<file path="src/design/kss_pkg.sv">
package kss_pkg;

	localparam int DEF_SLOT_COUNT = 16;

	localparam int KEY_W   = 32;
	localparam int DATA_W  = 32;
	localparam int CONF_W  = 32;
	localparam int TIME_W  = 32;
	localparam int COUNT_W = 32;
	localparam int OP_W    = 2;
	localparam int SLOT_FIELD_W   = 4;
	localparam int ACTIVE_FIELD_W = 5;

	localparam int IN_TDATA_W  = 128;
	localparam int OUT_TDATA_W = 208;

	typedef enum logic [OP_W-1:0] {
		OP_WRITE = 2'd0,
		OP_READ  = 2'd1,
		OP_CLEAR = 2'd2
	} op_t;

	typedef enum logic [1:0] {
		ST_IDLE,
		ST_SCAN,
		ST_UPDATE,
		ST_DONE
	} state_t;

	// One slot of the table as held in the memory.
	typedef struct packed {
		logic [KEY_W-1:0]  key;
		logic [DATA_W-1:0] value;
		logic [CONF_W-1:0] conf;
		logic [TIME_W-1:0] stamp;
	} entry_t;

	// Outcome flags of one scan over the table.
	typedef struct packed {
		logic hit;
		logic free;
	} scan_flags_t;

endpackage

</file>
<file path="src/design/keyed_slot_store_with_eviction_unit.sv">
// Keyed slot store with lowest-priority eviction.
//
// Requests arrive as beats on the s_ channel: s_tuser carries the operation
// (write, read or clear) and s_tdata carries key, value, confidence and
// timestep. Every request produces exactly one result beat on the m_ channel
// with status, read data, slot index, eviction flag, occupancy and the four
// running counters.
//
// The table lives in a memory with one read and one write port, read one slot per
// cycle while a shared compare unit tracks the key match, the lowest free slot and
// the eviction victim. A write or read scans every slot before its result beat goes
// out: the reads, the last compare, the table and counter update, and the result
// load. A clear or an unused operation code skips the scan and goes straight to the
// update. s_tready is high only while the sequencer is idle, so a new request is
// taken only once the previous one has loaded its result beat.
//
// Reset invalidates every slot and zeroes occupancy and counters; unwritten slot
// contents are never used, so no clearing pass runs. A stalled receiver holds the
// result beat in the output register; the next request is still taken and processed,
// and its result waits until the pending beat has been taken.
module keyed_slot_store_with_eviction_unit #(
	parameter int SLOT_COUNT = kss_pkg::DEF_SLOT_COUNT
) (
	input  logic                            clk,
	input  logic                            arst_n,
	input  logic                            s_tvalid,
	output logic                            s_tready,
	// Fields from bit 0: key[31:0], value[63:32], confidence[95:64],
	// timestep[127:96].
	input  logic [kss_pkg::IN_TDATA_W-1:0]  s_tdata,
	// Fields from bit 0: operation[1:0].
	input  logic [kss_pkg::OP_W-1:0]        s_tuser,
	output logic                            m_tvalid,
	input  logic                            m_tready,
	// Fields from bit 0: status[0], read_value[32:1], read_confidence[64:33],
	// slot_index[68:65], evicted[69], active_count[74:70],
	// write_count[106:75], hit_count[138:107], miss_count[170:139],
	// eviction_count[202:171], zero padding[207:203].
	output logic [kss_pkg::OUT_TDATA_W-1:0] m_tdata
);
	import kss_pkg::*;

	localparam int IDX_W = (SLOT_COUNT > 1) ? $clog2(SLOT_COUNT) : 1;
	localparam int OCC_W = $clog2(SLOT_COUNT + 1);
	localparam logic [IDX_W-1:0] LAST_IDX = IDX_W'(SLOT_COUNT - 1);

	state_t state_q, state_d;

	// Request captured at acceptance.
	logic [OP_W-1:0]   op_q;
	entry_t            req_q;

	// Table storage: payload in a memory, valid bits in flip-flops.
	entry_t            mem [SLOT_COUNT];
	entry_t            rd_s1;
	logic [SLOT_COUNT-1:0] valid_q;
	logic              vbit_s1;
	logic              step_s1;
	logic [IDX_W-1:0]  idx_s1;

	// Read address counter for the scan.
	logic [IDX_W-1:0]  addr_q;
	logic              issue_q;

	// Occupancy and counters.
	logic [OCC_W-1:0]   occ_q;
	logic [COUNT_W-1:0] writes_q;
	logic [COUNT_W-1:0] hits_q;
	logic [COUNT_W-1:0] misses_q;
	logic [COUNT_W-1:0] evicts_q;

	// Per-request result fields, settled in the update cycle.
	logic              res_status_q;
	logic [DATA_W-1:0] res_value_q;
	logic [CONF_W-1:0] res_conf_q;
	logic [IDX_W-1:0]  res_idx_q;
	logic              res_evict_q;

	logic                   m_tvalid_q;
	logic [OUT_TDATA_W-1:0] m_tdata_q;

	// Scan results.
	scan_flags_t       flags;
	logic [IDX_W-1:0]  hit_idx;
	logic [DATA_W-1:0] hit_value;
	logic [CONF_W-1:0] hit_conf;
	logic [IDX_W-1:0]  free_idx;
	logic [IDX_W-1:0]  victim_idx;

	logic              accept;
	logic              scan_op;
	logic              out_free;
	logic [IDX_W-1:0]  target;
	logic              displaced;

	assign accept   = s_tvalid && s_tready;
	assign scan_op  = (s_tuser == OP_WRITE) || (s_tuser == OP_READ);
	assign out_free = !m_tvalid_q || m_tready;

	// A matching key wins, then the lowest free slot, then the victim.
	always_comb begin
		displaced = 1'b0;
		if (flags.hit) begin
			target = hit_idx;
		end else if (flags.free) begin
			target = free_idx;
		end else begin
			target    = victim_idx;
			displaced = 1'b1;
		end
	end

	kss_scan #(
		.SLOT_COUNT(SLOT_COUNT)
	) u_scan (
		.clk        (clk),
		.arst_n     (arst_n),
		.start      (accept),
		.step       (step_s1),
		.idx        (idx_s1),
		.vbit       (vbit_s1),
		.entry      (rd_s1),
		.key        (req_q.key),
		.flags      (flags),
		.hit_idx    (hit_idx),
		.hit_value  (hit_value),
		.hit_conf   (hit_conf),
		.free_idx   (free_idx),
		.victim_idx (victim_idx)
	);

	// Sequencer.
	always_ff @(posedge clk or negedge arst_n) begin
		if (!arst_n) begin
			state_q <= ST_IDLE;
		end else begin
			state_q <= state_d;
		end
	end

	always_comb begin
		state_d  = state_q;
		s_tready = 1'b0;
		unique case (state_q)
			ST_IDLE: begin
				s_tready = 1'b1;
				if (s_tvalid) begin
					state_d = scan_op ? ST_SCAN : ST_UPDATE;
				end
			end
			ST_SCAN: begin
				// The last compare lands in the cycle after the last read issue.
				if (step_s1 && (idx_s1 == LAST_IDX)) begin
					state_d = ST_UPDATE;
				end
			end
			ST_UPDATE: begin
				state_d = ST_DONE;
			end
			ST_DONE: begin
				if (out_free) begin
					state_d = ST_IDLE;
				end
			end
			default: begin
				state_d = ST_IDLE;
			end
		endcase
	end

	// Request capture.
	always_ff @(posedge clk) begin
		if (accept) begin
			op_q        <= s_tuser;
			req_q.key   <= s_tdata[31:0];
			req_q.value <= s_tdata[63:32];
			req_q.conf  <= s_tdata[95:64];
			req_q.stamp <= s_tdata[127:96];
		end
	end

	// Scan address issue and the compare-stage tags that follow the memory read.
	always_ff @(posedge clk or negedge arst_n) begin
		if (!arst_n) begin
			issue_q <= 1'b0;
			addr_q  <= '0;
			step_s1 <= 1'b0;
		end else begin
			step_s1 <= issue_q && !accept;
			if (accept) begin
				issue_q <= scan_op;
				addr_q  <= '0;
			end else if (issue_q) begin
				if (addr_q == LAST_IDX) begin
					issue_q <= 1'b0;
				end else begin
					addr_q <= addr_q + 1'b1;
				end
			end
		end
	end

	always_ff @(posedge clk) begin
		idx_s1  <= addr_q;
		vbit_s1 <= valid_q[addr_q];
		rd_s1   <= mem[addr_q];
	end

	// Table write port: only a write request stores an entry.
	always_ff @(posedge clk) begin
		if ((state_q == ST_UPDATE) && (op_q == OP_WRITE)) begin
			mem[target] <= req_q;
		end
	end

	// Valid bits, occupancy and counters.
	always_ff @(posedge clk or negedge arst_n) begin
		if (!arst_n) begin
			valid_q  <= '0;
			occ_q    <= '0;
			writes_q <= '0;
			hits_q   <= '0;
			misses_q <= '0;
			evicts_q <= '0;
		end else if (state_q == ST_UPDATE) begin
			unique case (op_q)
				OP_WRITE: begin
					valid_q[target] <= 1'b1;
					writes_q        <= writes_q + 1'b1;
					if (!flags.hit && flags.free) begin
						occ_q <= occ_q + 1'b1;
					end
					if (displaced) begin
						evicts_q <= evicts_q + 1'b1;
					end
				end
				OP_READ: begin
					if (flags.hit) begin
						hits_q <= hits_q + 1'b1;
					end else begin
						misses_q <= misses_q + 1'b1;
					end
				end
				OP_CLEAR: begin
					valid_q  <= '0;
					occ_q    <= '0;
					writes_q <= '0;
					hits_q   <= '0;
					misses_q <= '0;
					evicts_q <= '0;
				end
				default: begin
				end
			endcase
		end
	end

	// Per-request result fields.
	always_ff @(posedge clk) begin
		if (state_q == ST_UPDATE) begin
			unique case (op_q)
				OP_WRITE: begin
					res_status_q <= 1'b0;
					res_value_q  <= '0;
					res_conf_q   <= '0;
					res_idx_q    <= target;
					res_evict_q  <= displaced;
				end
				OP_READ: begin
					res_status_q <= !flags.hit;
					res_value_q  <= flags.hit ? hit_value : '0;
					res_conf_q   <= flags.hit ? hit_conf : '0;
					res_idx_q    <= flags.hit ? hit_idx : '0;
					res_evict_q  <= 1'b0;
				end
				default: begin
					res_status_q <= 1'b0;
					res_value_q  <= '0;
					res_conf_q   <= '0;
					res_idx_q    <= '0;
					res_evict_q  <= 1'b0;
				end
			endcase
		end
	end

	// Output register: holds a beat until the receiver takes it.
	always_ff @(posedge clk or negedge arst_n) begin
		if (!arst_n) begin
			m_tvalid_q <= 1'b0;
		end else if ((state_q == ST_DONE) && out_free) begin
			m_tvalid_q <= 1'b1;
		end else if (m_tready) begin
			m_tvalid_q <= 1'b0;
		end
	end

	always_ff @(posedge clk) begin
		if ((state_q == ST_DONE) && out_free) begin
			m_tdata_q <= {
				5'd0,
				evicts_q,
				misses_q,
				hits_q,
				writes_q,
				ACTIVE_FIELD_W'(occ_q),
				res_evict_q,
				SLOT_FIELD_W'(res_idx_q),
				res_conf_q,
				res_value_q,
				res_status_q
			};
		end
	end

	assign m_tvalid = m_tvalid_q;
	assign m_tdata  = m_tdata_q;

endmodule

</file>
<file path="src/design/kss_scan.sv">
module kss_scan #(
	parameter int SLOT_COUNT = kss_pkg::DEF_SLOT_COUNT,
	localparam int IDX_W = (SLOT_COUNT > 1) ? $clog2(SLOT_COUNT) : 1
) (
	input  logic                     clk,
	input  logic                     arst_n,
	input  logic                     start,
	input  logic                     step,
	input  logic [IDX_W-1:0]         idx,
	input  logic                     vbit,
	input  kss_pkg::entry_t          entry,
	input  logic [kss_pkg::KEY_W-1:0] key,
	output kss_pkg::scan_flags_t     flags,
	output logic [IDX_W-1:0]         hit_idx,
	output logic [kss_pkg::DATA_W-1:0] hit_value,
	output logic [kss_pkg::CONF_W-1:0] hit_conf,
	output logic [IDX_W-1:0]         free_idx,
	output logic [IDX_W-1:0]         victim_idx
);
	import kss_pkg::*;

	scan_flags_t       flags_q;
	logic [IDX_W-1:0]  hit_idx_q;
	logic [DATA_W-1:0] hit_value_q;
	logic [CONF_W-1:0] hit_conf_q;
	logic [IDX_W-1:0]  free_idx_q;
	logic [IDX_W-1:0]  victim_idx_q;
	logic [CONF_W-1:0] victim_conf_q;
	logic [TIME_W-1:0] victim_time_q;
	logic              match;
	logic              lower;

	assign match = vbit && (entry.key == key);

	// Lower signed confidence wins; equal confidence falls to the older stamp.
	// A strict compare keeps the lowest index on a full tie.
	assign lower = ($signed(entry.conf) < $signed(victim_conf_q)) ||
		((entry.conf == victim_conf_q) && (entry.stamp < victim_time_q));

	always_ff @(posedge clk or negedge arst_n) begin
		if (!arst_n) begin
			flags_q <= '0;
		end else if (start) begin
			flags_q <= '0;
		end else if (step) begin
			if (match && !flags_q.hit) begin
				flags_q.hit <= 1'b1;
			end
			if (!vbit && !flags_q.free) begin
				flags_q.free <= 1'b1;
			end
		end
	end

	always_ff @(posedge clk) begin
		if (step) begin
			if (match && !flags_q.hit) begin
				hit_idx_q   <= idx;
				hit_value_q <= entry.value;
				hit_conf_q  <= entry.conf;
			end
			if (!vbit && !flags_q.free) begin
				free_idx_q <= idx;
			end
			if ((idx == '0) || lower) begin
				victim_idx_q  <= idx;
				victim_conf_q <= entry.conf;
				victim_time_q <= entry.stamp;
			end
		end
	end

	assign flags      = flags_q;
	assign hit_idx    = hit_idx_q;
	assign hit_value  = hit_value_q;
	assign hit_conf   = hit_conf_q;
	assign free_idx   = free_idx_q;
	assign victim_idx = victim_idx_q;

endmodule
</file>
<file path="config.mk">
export PLATFORM = sky130hd
export DESIGN_NAME = keyed_slot_store_with_eviction_unit
export DESIGN_NICKNAME = d
export VERILOG_FILES = /design/src/design/kss_pkg.sv /design/src/design/keyed_slot_store_with_eviction_unit.sv /design/src/design/kss_scan.sv
export SDC_FILE = /design/constraint.sdc
export NUM_CORES = 2
export LEC_CHECK = 0
export BUFFER_PORTS_ARGS = -buffer_cell sky130_fd_sc_hd__buf_2
export CAP_MARGIN = 0
export CORE_UTILIZATION = 60
export DETAILED_ROUTE_END_ITERATION = 10
export PLACE_DENSITY = 0.77
export SYNTH_ARGS = -nofsm -noshare
export SYNTH_HDL_FRONTEND = slang
export SYNTH_SLANG_ARGS = --single-unit
</file>
<file path="constraint.sdc">
create_clock -name clk -period 9.7 [get_ports clk]
set_input_delay 2.425 -clock clk [delete_from_list [all_inputs] [get_ports clk]]
set_output_delay 2.425 -clock clk [all_outputs]
set_load 0.01 [all_outputs]
</file>
==> results.json <==
{
  "gp_congestion": 0.7843,
  "timing.critical_path.mode_cell": "buf_4",
  "finalSetupViolations": 0,
  "effective_utilization_at_floorplan_pct": 60.66,
  "p_seq_share_pct": 54.2,
  "grtUsageTotal_pct": 27.46,
  "clockBufferDepth": 4,
  "coreArea_sq_um": 174600,
  "synthesis.yosys.warnings": 0,
  "groute.layer.met3.usage_pct": 5.252,
  "fin_setup_tns_ns": 0,
  "rows": 153,
  "timing_worst_setup_path_type": "reg -> reg",
  "power_leakage_uw": 0.04153,
  "first_global_vias": 52230,
  "worstSkewPairLatency_ns": 0.93,
  "syn_inst": 4699,
  "io-pin-count": 344,
  "critical-path-max-stage-delay_ns": 0.97,
  "grt_start_max_net_pins": 144,
  "final_nets": 5423,
  "critical_path.endpoint_type": "flop",
  "cts_num_sinks": 2884,
  "synth.cell_area_sq_um": 105900,
  "synth-seq-cells": 2884,
  "cts_htree_levels": 5,
  "drt_wl_total_microns": 244000,
  "worstPathArrival_ns": 5.12,
  "most_frequent_cells_in_the_layout": "edfxtp_1 (2,591), mux4_2 (645), buf_2 (337), clkbuf_16 (307), dfrtp_1 (156)",
  "gr-max-usage-layer": "met2",
  "rsz0062_at_grt": "no",
  "timing.critical_path.depth": 6,
  "post-cts-setup-buffers": 0,
  "detail_route.wl_per_cell_microns": 31.40,
  "clock_slew_seen_by_the_registers_of_the_worst_setup_and_hold_paths_ns": 0.06,
  "share_of_total_power_consumed_by_net_switching_pct": 18.93,
  "p_per_area_nw_per_um2": 204.8,
  "place_hpwl_microns": 111400,
  "fp.dieArea_sq_um": 178200,
  "status": "complete, no violations",
  "syn_avg_cell_area_sq_um": 22.54,
  "synth_ff_type": "edfxtp_1",
  "yosysUniqueCellTypes": 61,
  "grt_antenna_before_repair": 13,
  "ir_worst_vdd_mv": 0.1875,
  "r2r_cells": 6,
  "cts_hold_buffers": 0,
  "postRouteAntennaNets": 0,
  "share_clk_of_total_power_pct": 45.6,
  "cts_inserted_buffers": 294,
  "combPwrFrac_pct": 0.2,
  "slowest_stage": "dfrtp_1",
  "timing.critical_path.buf_inv": 2,
  "worst_clock_skew_ns": 0.06758,
  "hold_viol_final": 0,
  "port-buffer-count": 338,
  "drcViolationCount": 0,
  "proportion_of_layout_cells_with_a_drive_suffix_above_1_pct": 27.80,
  "cell_chosen_for_the_clock_root": "clkbuf_16",
  "globalRouteOverflowTotal": 0,
  "hold_depth": 0,
  "grt_pass1_wl_microns": 350600,
  "critPathLaunchType": "flop",
  "p_int_uw": 19960,
  "hp-class": "reg -> reg",
  "worst_hold_slack_ns": 0.3819,
  "crit_fanout": 41,
  "total_count_of_max_transition_violations_in_the_final_report": 0,
  "timing.critical_path.max_delay_family": "buffers and inverters",
  "layout.cells.most_common": "edfxtp_1",
  "drt-vias-per-instance": 6.441,
  "floorplan.die.height_microns": 422.1,
  "clock_period_minus_final_worst_setup_slack_ns": 4.580,
  "post_cts.resized_instances": 0,
  "worst-slew-pin-transition_ns": 1.390,
  "drt_iter0_markers": 6297,
  "fmax_ghz": 0.2184,
  "dr.pass1.iters": 5,
  "synth-edff-count": 2591,
  "die-width_microns": 422.1,
  "fin_crit_sh_pct": 47.21,
  "cts_tree": "done",
  "groute.layer.met1.usage_pct": 36.16,
  "power.net_switching_uw": 4661,
  "number_of_violations_of_the_max_capacitance_limit": 0,
  "cp.required_ns": 10.24,
  "fin_util_pct": 68.85,
  "grt_use_met2_pct": 45.17,
  "yosysSeqAreaShare_pct": 79.76,
  "area_growth_syn_to_layout_pct": 13.51,
  "list_of_cells_traversed_by_the_critical_path": "nand2_1 -> o21a_1 -> or2_2 -> nor2_4 -> buf_4 -> buf_4",
  "async_sr_flop_fraction_pct": 5.548,
  "vias": 50030,
  "timing.slew.headroom_pct": 7.361
}
## power by group through the flow
stage                     registers [uW]  logic, uW  clock network, uW
after global routing               13300       60.3              11800
final                              13300       57.1              11200
after detailed placement           13600       58.4                  0
after global placement             13600       57.9                  0
after CTS                          13300       58.5              11300
after floorplan                    13600       2.42                  0
## metrics by stage
stage / cell area, sq um / total power [uW] / setup slack, ns / instances
6_report: 120200 / 24620 / 5.120 / 7768
5_1_grt: 120200 / 25170 / 4.948 / 7765
4_1_cts: 120200 / 24730 / 5.177 / 7763
3_5_place_dp: 110700 / 13670 / 5.051 / 7245
3_3_place_gp: 110700 / 13670 / 5.061 / 7245
2_1_floorplan: 105900 / 13610 / 0.8299 / 4703
## kinds of logic after synthesis
kind of cell	Yosys count	synth area share [%]
simple gates	524	2.512
buf+inv	268	0.9818
xor+xnor	129	1.067
fa+ha+maj	73	0.8625
other cells	1	0.003541
compound gates	161	0.9570
flops	2884	79.76
mux	659	13.85
## final timing paths
kind | from | end | slack (ns)
min in group asynchronous | arst_n | evicts_q[29]$_DFFE_PN0P_ | 1.54
worst max register to register | u_scan.flags[1]$_DFFE_PN0P_ | mem[12][18]$_DFFE_PP_ | 5.12
worst min register to register | res_conf_q[8]$_SDFFCE_PN0P_ | m_tdata[41]$_DFFE_PP_ | 0.38
worst max-delay path | u_scan.flags[1]$_DFFE_PN0P_ | mem[12][18]$_DFFE_PP_ | 5.12
worst min-delay path | res_conf_q[8]$_SDFFCE_PN0P_ | m_tdata[41]$_DFFE_PP_ | 0.38
max in group asynchronous | arst_n | writes_q[29]$_DFFE_PN0P_ | 6.48
## synthesized netlist by cell type, drive strengths merged, types with 4 or more instances
cell | n | share of area [%]
nor2 | 151 | 0.54
a21o | 25 | 0.18
or4 | 4 | 0.028
a21oi | 54 | 0.26
nor3 | 13 | 0.061
dfxtp | 133 | 2.5
xor2 | 81 | 0.67
xnor2 | 48 | 0.40
and4 | 11 | 0.091
and3 | 17 | 0.10
nand3 | 54 | 0.26
a22o | 5 | 0.041
clkbuf | 129 | 0.46
nor4 | 11 | 0.11
nand2 | 101 | 0.36
o2111ai | 4 | 0.033
a211oi | 4 | 0.028
inv | 80 | 0.28
mux2i | 12 | 0.11
o21ai | 48 | 0.23
and2 | 69 | 0.41
nand2b | 10 | 0.059
mux4 | 645 | 14
ha | 73 | 0.86
dfrtp | 160 | 3.8
o21a | 5 | 0.035
nor2b | 11 | 0.065
or3 | 21 | 0.12
edfxtp | 2591 | 73
nand4 | 42 | 0.25
buf | 58 | 0.24
## sequential cells by signal, indices dropped and copies added, names as in the netlist, 4 cells and up
register              flops
res_value_q              32
u_scan.victim_conf_q     32
idx_s1                    4
addr_q                    4
occ_q                     5
res_idx_q                 4
valid_q                  16
u_scan.hit_conf          32
res_conf_q               32
hits_q                   32
u_scan.hit_value         32
u_scan.free_idx           4
writes_q                 32
req_q                   128
evicts_q                 32
u_scan.victim_idx         4
m_tdata                 203
rd_s1                   128
u_scan.hit_idx            4
misses_q                 32
u_scan.victim_time_q     32
mem                    2048
## final cells by class
class / instances / area (sq um)
diodes: 5 / 12.51
clock buffers: 394 / 8309
clock inverters: 124 / 1194
fillers: 10060 / 54380
inverters: 81 / 311.5
multi-input cells: 1551 / 20560
flip-flops and latches: 2884 / 84490
well taps: 2325 / 2909
repair buffers: 404 / 2419
## metal layers
| metal | up-vias | part of all wire (%) |
|---|---|---|
| met4 | 6 | 4.6 |
| met2 | 3064 | 50 |
| li1 | 20320 | - |
| met1 | 26050 | 36 |
| met3 | 584 | 9.1 |
| met5 | - | 0.017 |
(Power assumes the default switching activity.)
